<file path="src/rtl/md5_pkg.sv">
`timescale 1ns / 1ps
`default_nettype none
package md5_pkg;

  typedef struct packed {
    logic [1:0] action;
    logic [7:0] data_byte;
  } md5_in_t;

  typedef struct packed {
    logic [63:0] digest_part;
    logic        part_index;
    logic        last_part;
  } md5_out_t;

  typedef enum logic [1:0] {
    ACT_ABSORB      = 2'd0,
    ACT_ABSORB_FIN  = 2'd1,
    ACT_FIN_RESTART = 2'd2,
    ACT_FIN_KEEP    = 2'd3
  } md5_action_t;

  localparam logic [2:0] CFG_A     = 3'd0;
  localparam logic [2:0] CFG_B     = 3'd1;
  localparam logic [2:0] CFG_C     = 3'd2;
  localparam logic [2:0] CFG_D     = 3'd3;
  localparam logic [2:0] CFG_COUNT = 3'd4;

  localparam logic [31:0] INIT_A = 32'h67452301;
  localparam logic [31:0] INIT_B = 32'hEFCDAB89;
  localparam logic [31:0] INIT_C = 32'h98BADCFE;
  localparam logic [31:0] INIT_D = 32'h10325476;

  typedef enum logic [3:0] {
    ST_IDLE,
    ST_RMW_RD,
    ST_RMW_WR,
    ST_CMP_PRE,
    ST_CMP_RUN,
    ST_CMP_ADD,
    ST_FIN,
    ST_OUT0,
    ST_OUT1
  } md5_state_t;

  // per-step additive constants
  function automatic logic [31:0] md5_k(input logic [5:0] i);
    logic [31:0] t [64];
    t = '{
      32'hD76AA478, 32'hE8C7B756, 32'h242070DB, 32'hC1BDCEEE,
      32'hF57C0FAF, 32'h4787C62A, 32'hA8304613, 32'hFD469501,
      32'h698098D8, 32'h8B44F7AF, 32'hFFFF5BB1, 32'h895CD7BE,
      32'h6B901122, 32'hFD987193, 32'hA679438E, 32'h49B40821,
      32'hF61E2562, 32'hC040B340, 32'h265E5A51, 32'hE9B6C7AA,
      32'hD62F105D, 32'h02441453, 32'hD8A1E681, 32'hE7D3FBC8,
      32'h21E1CDE6, 32'hC33707D6, 32'hF4D50D87, 32'h455A14ED,
      32'hA9E3E905, 32'hFCEFA3F8, 32'h676F02D9, 32'h8D2A4C8A,
      32'hFFFA3942, 32'h8771F681, 32'h6D9D6122, 32'hFDE5380C,
      32'hA4BEEA44, 32'h4BDECFA9, 32'hF6BB4B60, 32'hBEBFBC70,
      32'h289B7EC6, 32'hEAA127FA, 32'hD4EF3085, 32'h04881D05,
      32'hD9D4D039, 32'hE6DB99E5, 32'h1FA27CF8, 32'hC4AC5665,
      32'hF4292244, 32'h432AFF97, 32'hAB9423A7, 32'hFC93A039,
      32'h655B59C3, 32'h8F0CCC92, 32'hFFEFF47D, 32'h85845DD1,
      32'h6FA87E4F, 32'hFE2CE6E0, 32'hA3014314, 32'h4E0811A1,
      32'hF7537E82, 32'hBD3AF235, 32'h2AD7D2BB, 32'hEB86D391};
    return t[i];
  endfunction

  // rotate amount for a step
  function automatic logic [4:0] md5_s(input logic [5:0] i);
    logic [4:0] r;
    case ({i[5:4], i[1:0]})
      4'd0: r = 5'd7;   4'd1: r = 5'd12;  4'd2: r = 5'd17;  4'd3: r = 5'd22;
      4'd4: r = 5'd5;   4'd5: r = 5'd9;   4'd6: r = 5'd14;  4'd7: r = 5'd20;
      4'd8: r = 5'd4;   4'd9: r = 5'd11;  4'd10: r = 5'd16; 4'd11: r = 5'd23;
      4'd12: r = 5'd6;  4'd13: r = 5'd10; 4'd14: r = 5'd15; default: r = 5'd21;
    endcase
    return r;
  endfunction

  // message word index for a step
  function automatic logic [3:0] md5_g(input logic [5:0] i);
    logic [3:0] g;
    case (i[5:4])
      2'd0: g = i[3:0];
      2'd1: g = 4'(i[3:0] * 4'd5 + 4'd1);
      2'd2: g = 4'(i[3:0] * 4'd3 + 4'd5);
      default: g = 4'(i[3:0] * 4'd7);
    endcase
    return g;
  endfunction

  function automatic logic [31:0] md5_swap(input logic [31:0] v);
    return {v[7:0], v[15:8], v[23:16], v[31:24]};
  endfunction

  typedef struct packed {
    logic        start;
    logic [31:0] a;
    logic [31:0] b;
    logic [31:0] c;
    logic [31:0] d;
  } md5_cmp_req_t;

  typedef struct packed {
    logic [3:0] word_idx;
    logic       done;
  } md5_cmp_sts_t;

endpackage
`default_nettype wire

</file>
<file path="src/rtl/md5_ram.sv">
`timescale 1ns / 1ps
`default_nettype none
module md5_ram #(
  parameter int Width = 32,
  parameter int Depth = 16
) (
  input  wire logic                     clk,
  input  wire logic                     wr_en,
  input  wire logic [$clog2(Depth)-1:0] wr_addr,
  input  wire logic [Width-1:0]         wr_data,
  input  wire logic [$clog2(Depth)-1:0] rd_addr,
  output logic      [Width-1:0]         rd_data
);
  logic [Width-1:0] mem [Depth];

  // one write port, registered read
  always_ff @(posedge clk) begin
    if (wr_en) begin
      mem[wr_addr] <= wr_data;
    end
    rd_data <= mem[rd_addr];
  end
endmodule
`default_nettype wire

</file>
<file path="src/rtl/md5_round.sv">
`timescale 1ns / 1ps
`default_nettype none
module md5_round import md5_pkg::*; (
  input  wire logic         clk,
  input  wire logic         rst_n,
  input  wire md5_cmp_req_t req,
  input  wire logic [31:0]  word,
  output md5_cmp_sts_t      sts,
  output logic [31:0]       a_out,
  output logic [31:0]       b_out,
  output logic [31:0]       c_out,
  output logic [31:0]       d_out
);
  logic [31:0] a_r, b_r, c_r, d_r;
  logic [5:0]  step_r;
  logic        busy_r, prime_r;
  logic [31:0] f, sum, rot;
  logic [5:0]  nstep;
  logic [4:0]  s;

  // the word for step i is requested in the cycle before step i runs
  assign nstep = (busy_r && prime_r) ? 6'(step_r + 6'd1) : 6'd0;
  assign sts.word_idx = md5_g(nstep);
  assign sts.done = busy_r && prime_r && step_r == 6'd63;

  always_comb begin
    case (step_r[5:4])
      2'd0: f = (b_r & c_r) | (~b_r & d_r);
      2'd1: f = (b_r & d_r) | (c_r & ~d_r);
      2'd2: f = b_r ^ c_r ^ d_r;
      default: f = c_r ^ (b_r | ~d_r);
    endcase
    s = md5_s(step_r);
    sum = a_r + f + word + md5_k(step_r);
    rot = (sum << s) | (sum >> (6'd32 - {1'b0, s}));
  end

  // one step per cycle
  always_ff @(posedge clk) begin
    if (!rst_n) begin
      busy_r <= 1'b0;
      prime_r <= 1'b0;
      step_r <= '0;
    end else if (req.start) begin
      busy_r <= 1'b1;
      prime_r <= 1'b0;
      step_r <= '0;
      a_r <= req.a; b_r <= req.b; c_r <= req.c; d_r <= req.d;
    end else if (busy_r && !prime_r) begin
      prime_r <= 1'b1;
    end else if (busy_r) begin
      a_r <= d_r; d_r <= c_r; c_r <= b_r;
      b_r <= b_r + rot;
      if (step_r == 6'd63) begin
        busy_r <= 1'b0;
        prime_r <= 1'b0;
      end else begin
        step_r <= 6'(step_r + 6'd1);
      end
    end
  end

  // working words after the last step
  assign a_out = a_r;
  assign b_out = b_r;
  assign c_out = c_r;
  assign d_out = d_r;
endmodule
`default_nettype wire

</file>
<file path="src/rtl/md5_message_digest.sv">
`timescale 1ns / 1ps
`default_nettype none
// MD5 hash engine, one message byte per input word. An absorb word is taken in
// idle and then holds the input while its block word in a 16x32 memory is read
// and written back; no new word is taken before that write. The word that fills
// a block then runs the compression: a start state, a prime of the memory read,
// 64 steps and a final add. A finalize never writes the block memory: the 0x80
// marker, the zero fill and the bit length are put in place of the words read
// during compression, so the block contents stay intact for a finalize that
// keeps state. A finalize runs a setup state, one compression (two when 56 or
// more bytes of the block are filled) and then offers the digest as two 64-bit
// result words, each held until taken. Chaining words and the byte count sit in
// registers; restart reloads them from the start registers as the second digest
// word leaves.
module md5_message_digest import md5_pkg::*; (
  input  wire logic        clk,
  input  wire logic        rst_n,
  input  wire logic        in_valid,
  output logic             in_stall,
  input  wire md5_in_t     in_data,
  output logic             out_valid,
  input  wire logic        out_stall,
  output md5_out_t         out_data,
  input  wire logic        cfg_we,
  input  wire logic [2:0]  cfg_index,
  input  wire logic [63:0] cfg_data
);
  md5_state_t state_r, state_nxt;
  logic [31:0] st_a_r, st_b_r, st_c_r, st_d_r;
  logic [63:0] st_cnt_r, cnt_r, cnt_nxt;
  logic [1:0]  act_r, act_nxt;
  logic [7:0]  byte_r, byte_nxt;
  logic        final_r, final_nxt;     // compression belongs to finalize
  logic        second_r, second_nxt;   // length block pending
  logic        lenblk_r, lenblk_nxt;   // running the length-only block
  logic [63:0] fin_cnt_r, fin_cnt_nxt;
  logic [31:0] cv_a_r, cv_b_r, cv_c_r, cv_d_r;
  logic [31:0] wa_r, wb_r, wc_r, wd_r;
  logic [31:0] ba, bb, bc, bd;
  logic [31:0] fa, fb, fc, fd;
  logic        rst_cv_r;

  // block memory ports
  logic        bw_we;
  logic [3:0]  bw_wa, bw_ra, widx_r;
  logic [31:0] bw_wd, bw_rd, cword;
  md5_cmp_req_t creq;
  md5_cmp_sts_t csts;
  logic [31:0] ra, rb, rc, rd;

  md5_ram #(.Width(32), .Depth(16)) u_block (
    .clk, .wr_en(bw_we), .wr_addr(bw_wa), .wr_data(bw_wd),
    .rd_addr(bw_ra), .rd_data(bw_rd));

  md5_round u_round (
    .clk, .rst_n, .req(creq), .word(cword), .sts(csts),
    .a_out(ra), .b_out(rb), .c_out(rc), .d_out(rd));

  // finalize works on a copy of the chaining words
  assign ba = final_r ? wa_r : cv_a_r;
  assign bb = final_r ? wb_r : cv_b_r;
  assign bc = final_r ? wc_r : cv_c_r;
  assign bd = final_r ? wd_r : cv_d_r;
  assign fa = ba + ra;
  assign fb = bb + rb;
  assign fc = bc + rc;
  assign fd = bd + rd;

  // configuration registers
  always_ff @(posedge clk) begin
    if (!rst_n) begin
      st_a_r <= INIT_A; st_b_r <= INIT_B; st_c_r <= INIT_C; st_d_r <= INIT_D;
      st_cnt_r <= '0;
    end else if (cfg_we) begin
      case (cfg_index)
        CFG_A: st_a_r <= cfg_data[31:0];
        CFG_B: st_b_r <= cfg_data[31:0];
        CFG_C: st_c_r <= cfg_data[31:0];
        CFG_D: st_d_r <= cfg_data[31:0];
        CFG_COUNT: st_cnt_r <= cfg_data;
        default: ;
      endcase
    end
  end

  logic [5:0] pos, fpos;
  logic [4:0] lane;
  logic [31:0] mask, padw;
  assign pos = cnt_r[5:0];
  assign fpos = fin_cnt_r[5:0];
  assign lane = {pos[1:0], 3'b000};
  assign mask = (32'h1 << lane) - 32'h1;
  // count is steady during finalize, so pos marks the pad point
  assign padw = (bw_rd & mask) | (32'h80 << lane);

  // word fed to the compression: padding and length replace stored words
  always_comb begin
    cword = bw_rd;
    if (final_r) begin
      if (lenblk_r || widx_r > fpos[5:2]) cword = '0;
      else if (widx_r == fpos[5:2]) cword = padw;
      if (!second_r && widx_r == 4'd14) cword = {fin_cnt_r[28:0], 3'b000};
      if (!second_r && widx_r == 4'd15) cword = fin_cnt_r[60:29];
    end
  end

  always_comb begin
    state_nxt = state_r;
    cnt_nxt = cnt_r;
    act_nxt = act_r;
    byte_nxt = byte_r;
    final_nxt = final_r;
    second_nxt = second_r;
    lenblk_nxt = lenblk_r;
    fin_cnt_nxt = fin_cnt_r;
    in_stall = 1'b1;
    bw_we = 1'b0;
    bw_wa = pos[5:2];
    bw_wd = '0;
    bw_ra = pos[5:2];
    creq = '0;
    creq.a = ba; creq.b = bb; creq.c = bc; creq.d = bd;
    case (state_r)
      ST_IDLE: begin
        in_stall = 1'b0;
        if (in_valid) begin
          act_nxt = in_data.action;
          byte_nxt = in_data.data_byte;
          fin_cnt_nxt = cnt_r;
          if (in_data.action == ACT_ABSORB || in_data.action == ACT_ABSORB_FIN) begin
            state_nxt = ST_RMW_RD;
          end else begin
            state_nxt = ST_FIN;
          end
        end
      end
      ST_RMW_RD: state_nxt = ST_RMW_WR;
      ST_RMW_WR: begin
        bw_we = 1'b1;
        bw_wd = (bw_rd & ~(32'hFF << lane)) | ({24'd0, byte_r} << lane);
        cnt_nxt = 64'(cnt_r + 64'd1);
        fin_cnt_nxt = 64'(cnt_r + 64'd1);
        final_nxt = 1'b0;
        if (pos == 6'd63) begin
          state_nxt = ST_CMP_PRE;
        end else if (act_r == ACT_ABSORB_FIN) begin
          state_nxt = ST_FIN;
        end else begin
          state_nxt = ST_IDLE;
        end
      end
      ST_CMP_PRE: begin
        creq.start = 1'b1;
        bw_ra = csts.word_idx;
        state_nxt = ST_CMP_RUN;
      end
      ST_CMP_RUN: begin
        bw_ra = csts.word_idx;
        if (csts.done) state_nxt = ST_CMP_ADD;
      end
      ST_CMP_ADD: begin
        if (!final_r) begin
          state_nxt = (act_r == ACT_ABSORB_FIN) ? ST_FIN : ST_IDLE;
        end else if (second_r) begin
          // length-only block follows
          second_nxt = 1'b0;
          lenblk_nxt = 1'b1;
          state_nxt = ST_CMP_PRE;
        end else begin
          state_nxt = ST_OUT0;
        end
      end
      ST_FIN: begin
        final_nxt = 1'b1;
        second_nxt = (fpos >= 6'd56);
        lenblk_nxt = 1'b0;
        state_nxt = ST_CMP_PRE;
      end
      ST_OUT0, ST_OUT1: begin
        if (!out_stall) begin
          if (state_r == ST_OUT0) state_nxt = ST_OUT1;
          else state_nxt = ST_IDLE;
        end
      end
      default: state_nxt = ST_IDLE;
    endcase
  end

  always_ff @(posedge clk) begin
    if (!rst_n) begin
      state_r <= ST_IDLE;
      final_r <= 1'b0;
      second_r <= 1'b0;
      lenblk_r <= 1'b0;
      rst_cv_r <= 1'b1;
      cnt_r <= '0;
    end else begin
      state_r <= state_nxt;
      final_r <= final_nxt;
      second_r <= second_nxt;
      lenblk_r <= lenblk_nxt;
      cnt_r <= cnt_nxt;
      rst_cv_r <= 1'b0;
      if (state_r == ST_OUT1 && !out_stall && act_r != ACT_FIN_KEEP) begin
        cnt_r <= st_cnt_r;
      end
    end
  end

  always_ff @(posedge clk) begin
    act_r <= act_nxt;
    byte_r <= byte_nxt;
    fin_cnt_r <= fin_cnt_nxt;
    widx_r <= bw_ra;
    if (rst_cv_r || (state_r == ST_OUT1 && !out_stall && act_r != ACT_FIN_KEEP)) begin
      cv_a_r <= st_a_r; cv_b_r <= st_b_r; cv_c_r <= st_c_r; cv_d_r <= st_d_r;
    end else if (state_r == ST_CMP_ADD) begin
      if (final_r) begin
        wa_r <= fa; wb_r <= fb; wc_r <= fc; wd_r <= fd;
      end else begin
        cv_a_r <= fa; cv_b_r <= fb; cv_c_r <= fc; cv_d_r <= fd;
      end
    end else if (state_r == ST_FIN) begin
      wa_r <= cv_a_r; wb_r <= cv_b_r; wc_r <= cv_c_r; wd_r <= cv_d_r;
    end
  end

  assign out_valid = (state_r == ST_OUT0) || (state_r == ST_OUT1);
  assign out_data.digest_part = (state_r == ST_OUT1) ?
      {md5_swap(wc_r), md5_swap(wd_r)} : {md5_swap(wa_r), md5_swap(wb_r)};
  assign out_data.part_index = (state_r == ST_OUT1);
  assign out_data.last_part = (state_r == ST_OUT1);

  // digest words only follow a finalize compression, the second after the first
  a_out_order: assert property (@(posedge clk) disable iff (!rst_n)
    (state_r == ST_OUT1) |-> ($past(state_r) == ST_OUT0 || $past(state_r) == ST_OUT1))
    else $error("second digest word without first");
  a_no_accept_busy: assert property (@(posedge clk) disable iff (!rst_n)
    (state_r != ST_IDLE) |-> in_stall)
    else $error("input taken while busy");
  a_cmp_done: assert property (@(posedge clk) disable iff (!rst_n)
    csts.done |-> state_r == ST_CMP_RUN)
    else $error("compression finished outside run state");
endmodule
`default_nettype wire

</file>
<file path="config.mk">
export PLATFORM = sky130hd
export DESIGN_NAME = md5_message_digest
export DESIGN_NICKNAME = d
export VERILOG_FILES = /design/src/rtl/md5_pkg.sv /design/src/rtl/md5_ram.sv /design/src/rtl/md5_round.sv /design/src/rtl/md5_message_digest.sv
export SDC_FILE = /design/constraint.sdc
export NUM_CORES = 2
export LEC_CHECK = 0
export ABC_AREA = 0
export BUFFER_PORTS_ARGS = -buffer_cell sky130_fd_sc_hd__clkbuf_2
export CAP_MARGIN = 30
export CORE_MARGIN = 2
export CORE_UTILIZATION = 48
export DETAILED_ROUTE_END_ITERATION = 12
export SETUP_SLACK_MARGIN = 0.1
export SYNTH_ARGS = -nofsm -noshare
export SYNTH_HDL_FRONTEND = slang
export SYNTH_SLANG_ARGS = --single-unit
export TNS_END_PERCENT = 100
</file>
<file path="constraint.sdc">
create_clock -name clk -period 14.2 [get_ports clk]
set_clock_uncertainty 0.05 [all_clocks]
set_input_delay 4.26 -clock clk [delete_from_list [all_inputs] [get_ports clk]]
set_output_delay 4.26 -clock clk [all_outputs]
set_load 0.01 [all_outputs]
</file>
; Yosys cells after proc, flatten, opt, wreduce, memory -nomap -nowiden
; Memories as Yosys holds them, arrays and structs flattened. A register that Yosys moved wholly into a read port is not among the register bits.
; Index checks and enable logic that the tools add are counted.
[totals]
ff_bits = 731
latchBits = 0
mem_bits_rw = 512
mem_bits_ro = 2128
in_bits = 82
output_inout_bits = 68
wordCells = 246
mem_count = 3
[op_classes]
addsub = 14
multipliers = 3
div_mod_pow = 0
order_cmp = 3
eq_ne = 31
n_shift = 6
n_mux = 88
n_bitwise = 23
n_reduce_logical = 45
[mem_list]
columns = memory, words, word_bits, rd, rd_ports_with_merged_regs, wr, line_no
row1 = (name not given), 64, 32, 1, 0, 0, md5_pkg.sv:66  ; return t[i];
row2 = u_block.mem, 16, 32, 1, 1, 1, md5_ram.sv:14  ; logic [Width-1:0] mem [Depth];
row3 = (name not given), 16, 5, 1, 1, 0, md5_pkg.sv:72  ; case ({i[5:4], i[1:0]})
[op_table]
columns = operator, count
row1 = two-way mux 32 bit, 48
row2 = adder 32 bit, 8
row3 = AND 32 bit, 6
row4 = two-way mux 64 bit, 3
row5 = OR 32 bit, 6
row6 = one-hot mux 61 bit (2 select lines), 1
row7 = NOT 32 bit, 3
row8 = one-hot mux 32 bit (3 select lines), 1
row9 = XOR 32 bit, 3
row10 = "adder 64 x 1 -> 64 bit, second input constant", 1
row11 = "<< shifter 8 x 5 -> 32 bit, first input constant", 2
row12 = two-way mux 61 bit, 1
row13 = two-way mux 4 bit, 8
row14 = one-hot mux 4 bit (8 select lines), 1
row15 = "<< shifter 1 x 5 -> 32 bit, first input constant", 1
row16 = << shifter 32 x 5 -> 32 bit, 1
row17 = << shifter 8 x 5 -> 32 bit, 1
row18 = right shift 32 x 6 -> 32 bit, 1
row19 = "subtractor 32 x 1 -> 32 bit, second input constant", 1
row20 = AND reduction 2 bit, 10
row21 = "== test 4 x 3 -> 1 bit, second input constant", 4
row22 = two-way mux 1 bit, 16
row23 = nonzero test 2 bit, 8
row24 = AND reduction 3 bit, 5
row25 = other kinds (34), 73

; Longest topological paths before layout
[depth]
depth_word = 17
depth_mapped = 44
ltp_nobuf = 43

; By module
; A second synthesis with hierarchy kept.
[unflattened]
cells_unflattened = 7190
area_unflattened_um2 = 74088.6
[modules_own_cells]
columns = module, instances, cells_each, area_each_um2, seq_area_each_um2
row1 = md5_message_digest, 1, 3833, 34078.9, 15064.4
row2 = md5_round, 1, 2519, 20174.3, 4103.9
row3 = md5_ram, 1, 838, 19835.3, 16015.4

; Worst setup path before layout
; No wires, ideal clock.
[synth_path]
path_type = input port to flip-flop
from = input out_stall
to = register wa_r[0], enable pin
setup_ps = 658
arrival_time_ps = 11289
t_required_ps = 13492
setup_slack_ps = 2203
cell_stages = 7
path_buffers = 3
path_cell_list = a21oi_1 nand2_1 nand2b_1 clkbuf_1 clkbuf_1 buf_1 a21oi_1
[synth_between]
elab_chain_len = 6
[synth_lines]
columns = element, line_no
row1 = "start, declared", md5_message_digest.sv:22  ; input wire logic out_stall,
row2 = zero test 1 bit, md5_message_digest.sv:215  ; if (rst_cv_r || (state_r == ST_OUT1 && !out_stall && act_r != ACT_FIN_KEEP)) begin
row3 = logical AND 1 bit (2 in series), md5_message_digest.sv:215
row4 = logical OR 1 bit, md5_message_digest.sv:215
row5 = NOT 1 bit (no source line), n/a
row6 = AND reduction 3 bit (no source line), n/a
row7 = "end signal, assigned", md5_message_digest.sv:224  ; wa_r <= cv_a_r; wb_r <= cv_b_r; wc_r <= cv_c_r; wd_r <= cv_d_r;
row8 = "end, declared", md5_message_digest.sv:38  ; logic [31:0] wa_r, wb_r, wc_r, wd_r;
; Every way passes these cells.
; A chain may end at the register's enable or synchronous reset.

; Final worst setup path
[layout_path]
from = register widx_r[0]
to = register u_round.b_r[30], in the netlist u_round.b_out[30] (data pin)
[layout_between]
elab_chain_len = 14
elab_cells_between_ends = 21
classes_between = 3 x add/sub / 1 x order compare / 3 x eq/ne / 2 x shift / 8 x mux / 1 x bitwise / 3 x reduce/logical
[layout_lines]
columns = element, line_no
row1 = "start, declared", md5_message_digest.sv:45  ; logic [3:0] bw_wa, bw_ra, widx_r;
row2 = "start signal, assigned", md5_message_digest.sv:214  ; widx_r <= bw_ra;
row3 = > comparator 4 bit / == test 4 bit (equally long branches), "md5_message_digest.sv:100, md5_message_digest.sv:101"
row4 = logical OR 1 bit / two-way mux 32 bit (equally long branches), "md5_message_digest.sv:100, md5_message_digest.sv:101"
row5 = two-way mux 32 bit, md5_message_digest.sv:100  ; if (lenblk_r || widx_r > fpos[5:2]) cword = '0;
row6 = two-way mux 32 bit, md5_message_digest.sv:102  ; if (!second_r && widx_r == 4'd14) cword = {fin_cnt_r[28:0], 3'b000};
row7 = two-way mux 32 bit *, md5_message_digest.sv:103  ; if (!second_r && widx_r == 4'd15) cword = fin_cnt_r[60:29];
row8 = two-way mux 32 bit *, md5_message_digest.sv:99  ; if (final_r) begin
row9 = adder 32 bit * (2 in series), md5_round.sv:34  ; sum = a_r + f + word + md5_k(step_r);
row10 = right shift 32 x 6 -> 32 bit / << shifter 32 x 5 -> 32 bit (equally long branches), md5_round.sv:35  ; rot = (sum << s) | (sum >> (6'd32 - {1'b0, s}));
row11 = OR 32 bit *, md5_round.sv:35
row12 = adder 32 bit *, md5_round.sv:53  ; b_r <= b_r + rot;
row13 = two-way mux 32 bit *, md5_round.sv:51  ; end else if (busy_r) begin
row14 = two-way mux 32 bit *, md5_round.sv:49  ; end else if (busy_r && !prime_r) begin
row15 = two-way mux 32 bit *, md5_round.sv:44  ; end else if (req.start) begin
row16 = "end signal, assigned", md5_round.sv:48  ; a_r <= req.a; b_r <= req.b; c_r <= req.c; d_r <= req.d;
row17 = "end signal, assigned", md5_round.sv:53
row18 = "end, declared", md5_round.sv:14  ; logic [31:0] a_r, b_r, c_r, d_r;
; Every way passes the cells marked *; elsewhere a longest branch is shown, timed or not. The select of a mux whose other input is x is not followed.

==> metrics.cfg <==
[run_status]
status = complete, no violations

[placement]
gp_congestion = 0.9686
io_buffers = 146
hpwl_um = 176400

[flow_run]
max_cap_violations = 0

[sta]
drv_slew = 0
fin_setup_tns_ns = 0
final.min_clock_period_ns = 12.24
grt_setup_unrepaired = false
fmax_mhz = 81.71
period_share = 0.8619
finalSetupViolations = 0
slew_headroom = 0.09331
hold_viol = 0
tightest_slew_ns = 1.360

[cells_and_area]
fin_nets = 8064
syn_to_final_growth_pct = 10.56
layout-drive-gt1-share = 0.1087

[hold_path]
hold_class = flop to flop
holdPathStages = 2
hp-start = st_cnt_r[32]
min_to = st_cnt_r[32]

[global_route]
grt_pass1_wl_um = 375900
antenna_found_initial = 19
grt_max_degree = 168
grt_overflow = 0
grt_pass1_vias = 55540
gr-usage-all-layers = 0.3310

[worst_setup_path]
r2r_cells = 40
cp-start-kind = flop
rrSetupSlack_ns = 1.96
r2r_start = widx_r[0]
end_kind = flop
cp.arrival_ns = 12.85
cp_max_fo = 31
cp_slowest_cell = or4b_2
crit_type = flop to flop
cp.required_ns = 14.81
reg2reg_to = u_round.b_out[30]
cp_slowest_stage_delay_ns = 0.65

[synthesis]
synth_top_area_cell = edfxtp_1
synth.ff_latch_count = 1274
syn_nets = 8116
ys_warn_count = 0
syn_avg_cell_area_um2 = 9.385
synthCells = 7735
synth_flop_cell = edfxtp_1
ys_seq_area_frac = 0.4847
synthTopCellsByCount = 1728 x nand2_1, 967 x edfxtp_1, 588 x o21ai_0
synth-edff-count = 967
ys_top_cells_by_area = edfxtp_1 40%, nand2_1 8.9%, dfxtp_1 8.5%
synth_top_area_frac = 0.4000
synth_cell_types = 97
yosys.cell_count.top_type = nand2_1
netlist_area_um2 = 72600
async_flop_share = 0

[floorplan]
dieArea_um2 = 154400
fp-row-count = 142
die_h_um = 392.9
start_util = 0.4841
die_w_um = 392.9
core_um2 = 150000
boundaryPins = 150

[route]
vias_per_cell = 6.125
drtIter0Drc = 7149
drtAntennaViolNets = 0
dr.pass1.iters = 7
wl_per_cell_um = 26.47
drc = 0
vias = 60160
drt-total-wl_um = 260000

[clocking]
post_cts_buffers = 0
cts_tree = built
cts_root_buf = clkbuf_16
clock_latency_ns = 0.81
clock_sinks = 1274
cts_max_path_buffers = 3
cts_resized = 0
cts-buffers-inserted = 141
cts-hold-fix-buffers = 0
htreeDepth = 4
clk_pin_slew_ns = 0.06

[pwr]
leakagePower_uw = 0.03071
p_per_area_nw_per_um2 = 209.8
total_power_uw = 16840
peakVddDrop_mv = 0.1486

[report_power, final]
group	switching, uW	leakage [uW]	internal, uW
logic	5160	0.0169	2960
registers	286	0.0115	4690
clock network	1610	0.00233	2140
[per-layer routing]
metal / share of wire / global-route usage / wire [um]
met1: 0.41 / 0.4457 / 107200
met2: 0.45 / 0.5169 / 117100
met3: 0.094 / 0.07261 / 24320
met4: 0.043 / 0.1334 / 11080
met5: 0.0012 / 0.009250 / 302
[stage by stage]
stage	hold WS (ns)	instance area, um^2	setup WS (ns)	std cells	utilization
finish	0.4026	80260	1.962	9822	0.5352
global route	0.4178	80250	1.444	9820	0.5352
CTS	0.4019	80120	2.177	9813	0.5343
detailed placement	0.3968	75390	2.306	9549	0.5028
global placement	0.3919	75300	2.359	9541	0.5021
floorplan	0.3857	72600	2.203	7735	-
[cell type report]
class,count,area [um^2]
Inverter,303,1155
Fill cell,13690,69690
Antenna cell,2,5.005
Timing Repair Buffer,287,1916
Clock buffer,202,4085
Tap cell,2016,2522
Sequential cell,1274,35200
Clock inverter,62,644.4
Multi-Input combinational cell,5676,34730
[worst max-delay path, delay by kind of cell (launching register included)]
kind,cells,cell delay [ns]
AOI/OAI and AO/OA,19,5.39
adders and majority gates,6,2.44
muxes,2,0.77
xor gates and xnor gates,1,0.48
and+or+nand+nor,6,1.65
buffers and inverters,6,0.97
DFF,1,0.31
[registers in the layout (all words and copies together), names as in the netlist, 61 cells and up]
| name | flops |
|---|---|
| fin_cnt_r | 61 |
| st_cnt_r | 61 |
| cnt_r | 61 |
| u_block.mem | 512 |
[logic make-up (layout without fill, tap and decap cells)]
logic type	after synthesis	in the layout	share of synthesized area
simple gates	2908	2908	0.1714
compound gates	1845	1845	0.1571
flops	1274	1274	0.4847
buf+inv	785	854	0.04098
fa+ha+maj	329	329	0.06280
mux	305	305	0.04819
xor+xnor	289	289	0.03487
other cells	0	2	0
[placed cells by master, fill, tap and decap left out, types with 56 or more instances in the layout]
cell / n
nand3_1: 338
clkbuf_2: 145
nand2b_1: 56
dfxtp_1: 301
nor2_1: 391
xor2_1: 146
nor3_1: 73
mux2i_1: 87
a21oi_1: 521
a21o_1: 66
nand2_1: 1724
buf_4: 130
ha_1: 230
inv_1: 293
fa_1: 69
o21ai_0: 585
and3_1: 101
a311oi_1: 106
mux2_2: 203
xnor2_1: 140
edfxtp_1: 967
clkbuf_16: 147
a31oi_1: 143
[worst max-delay path by stage]
stage / startpoint / slack (ns) / end
floorplan: out_stall / 2.20 / wa_r[0]
global placement: u_round.step_r[1] / 2.36 / u_round.b_out[30]
CTS: u_round.step_r[1] / 2.18 / u_round.b_out[30]
detailed placement: u_round.step_r[1] / 2.31 / u_round.b_out[30]
finish: widx_r[0] / 1.96 / u_round.b_out[30]
global route: widx_r[0] / 1.44 / u_round.b_out[30]
Power figures use the tool's default switching activity.
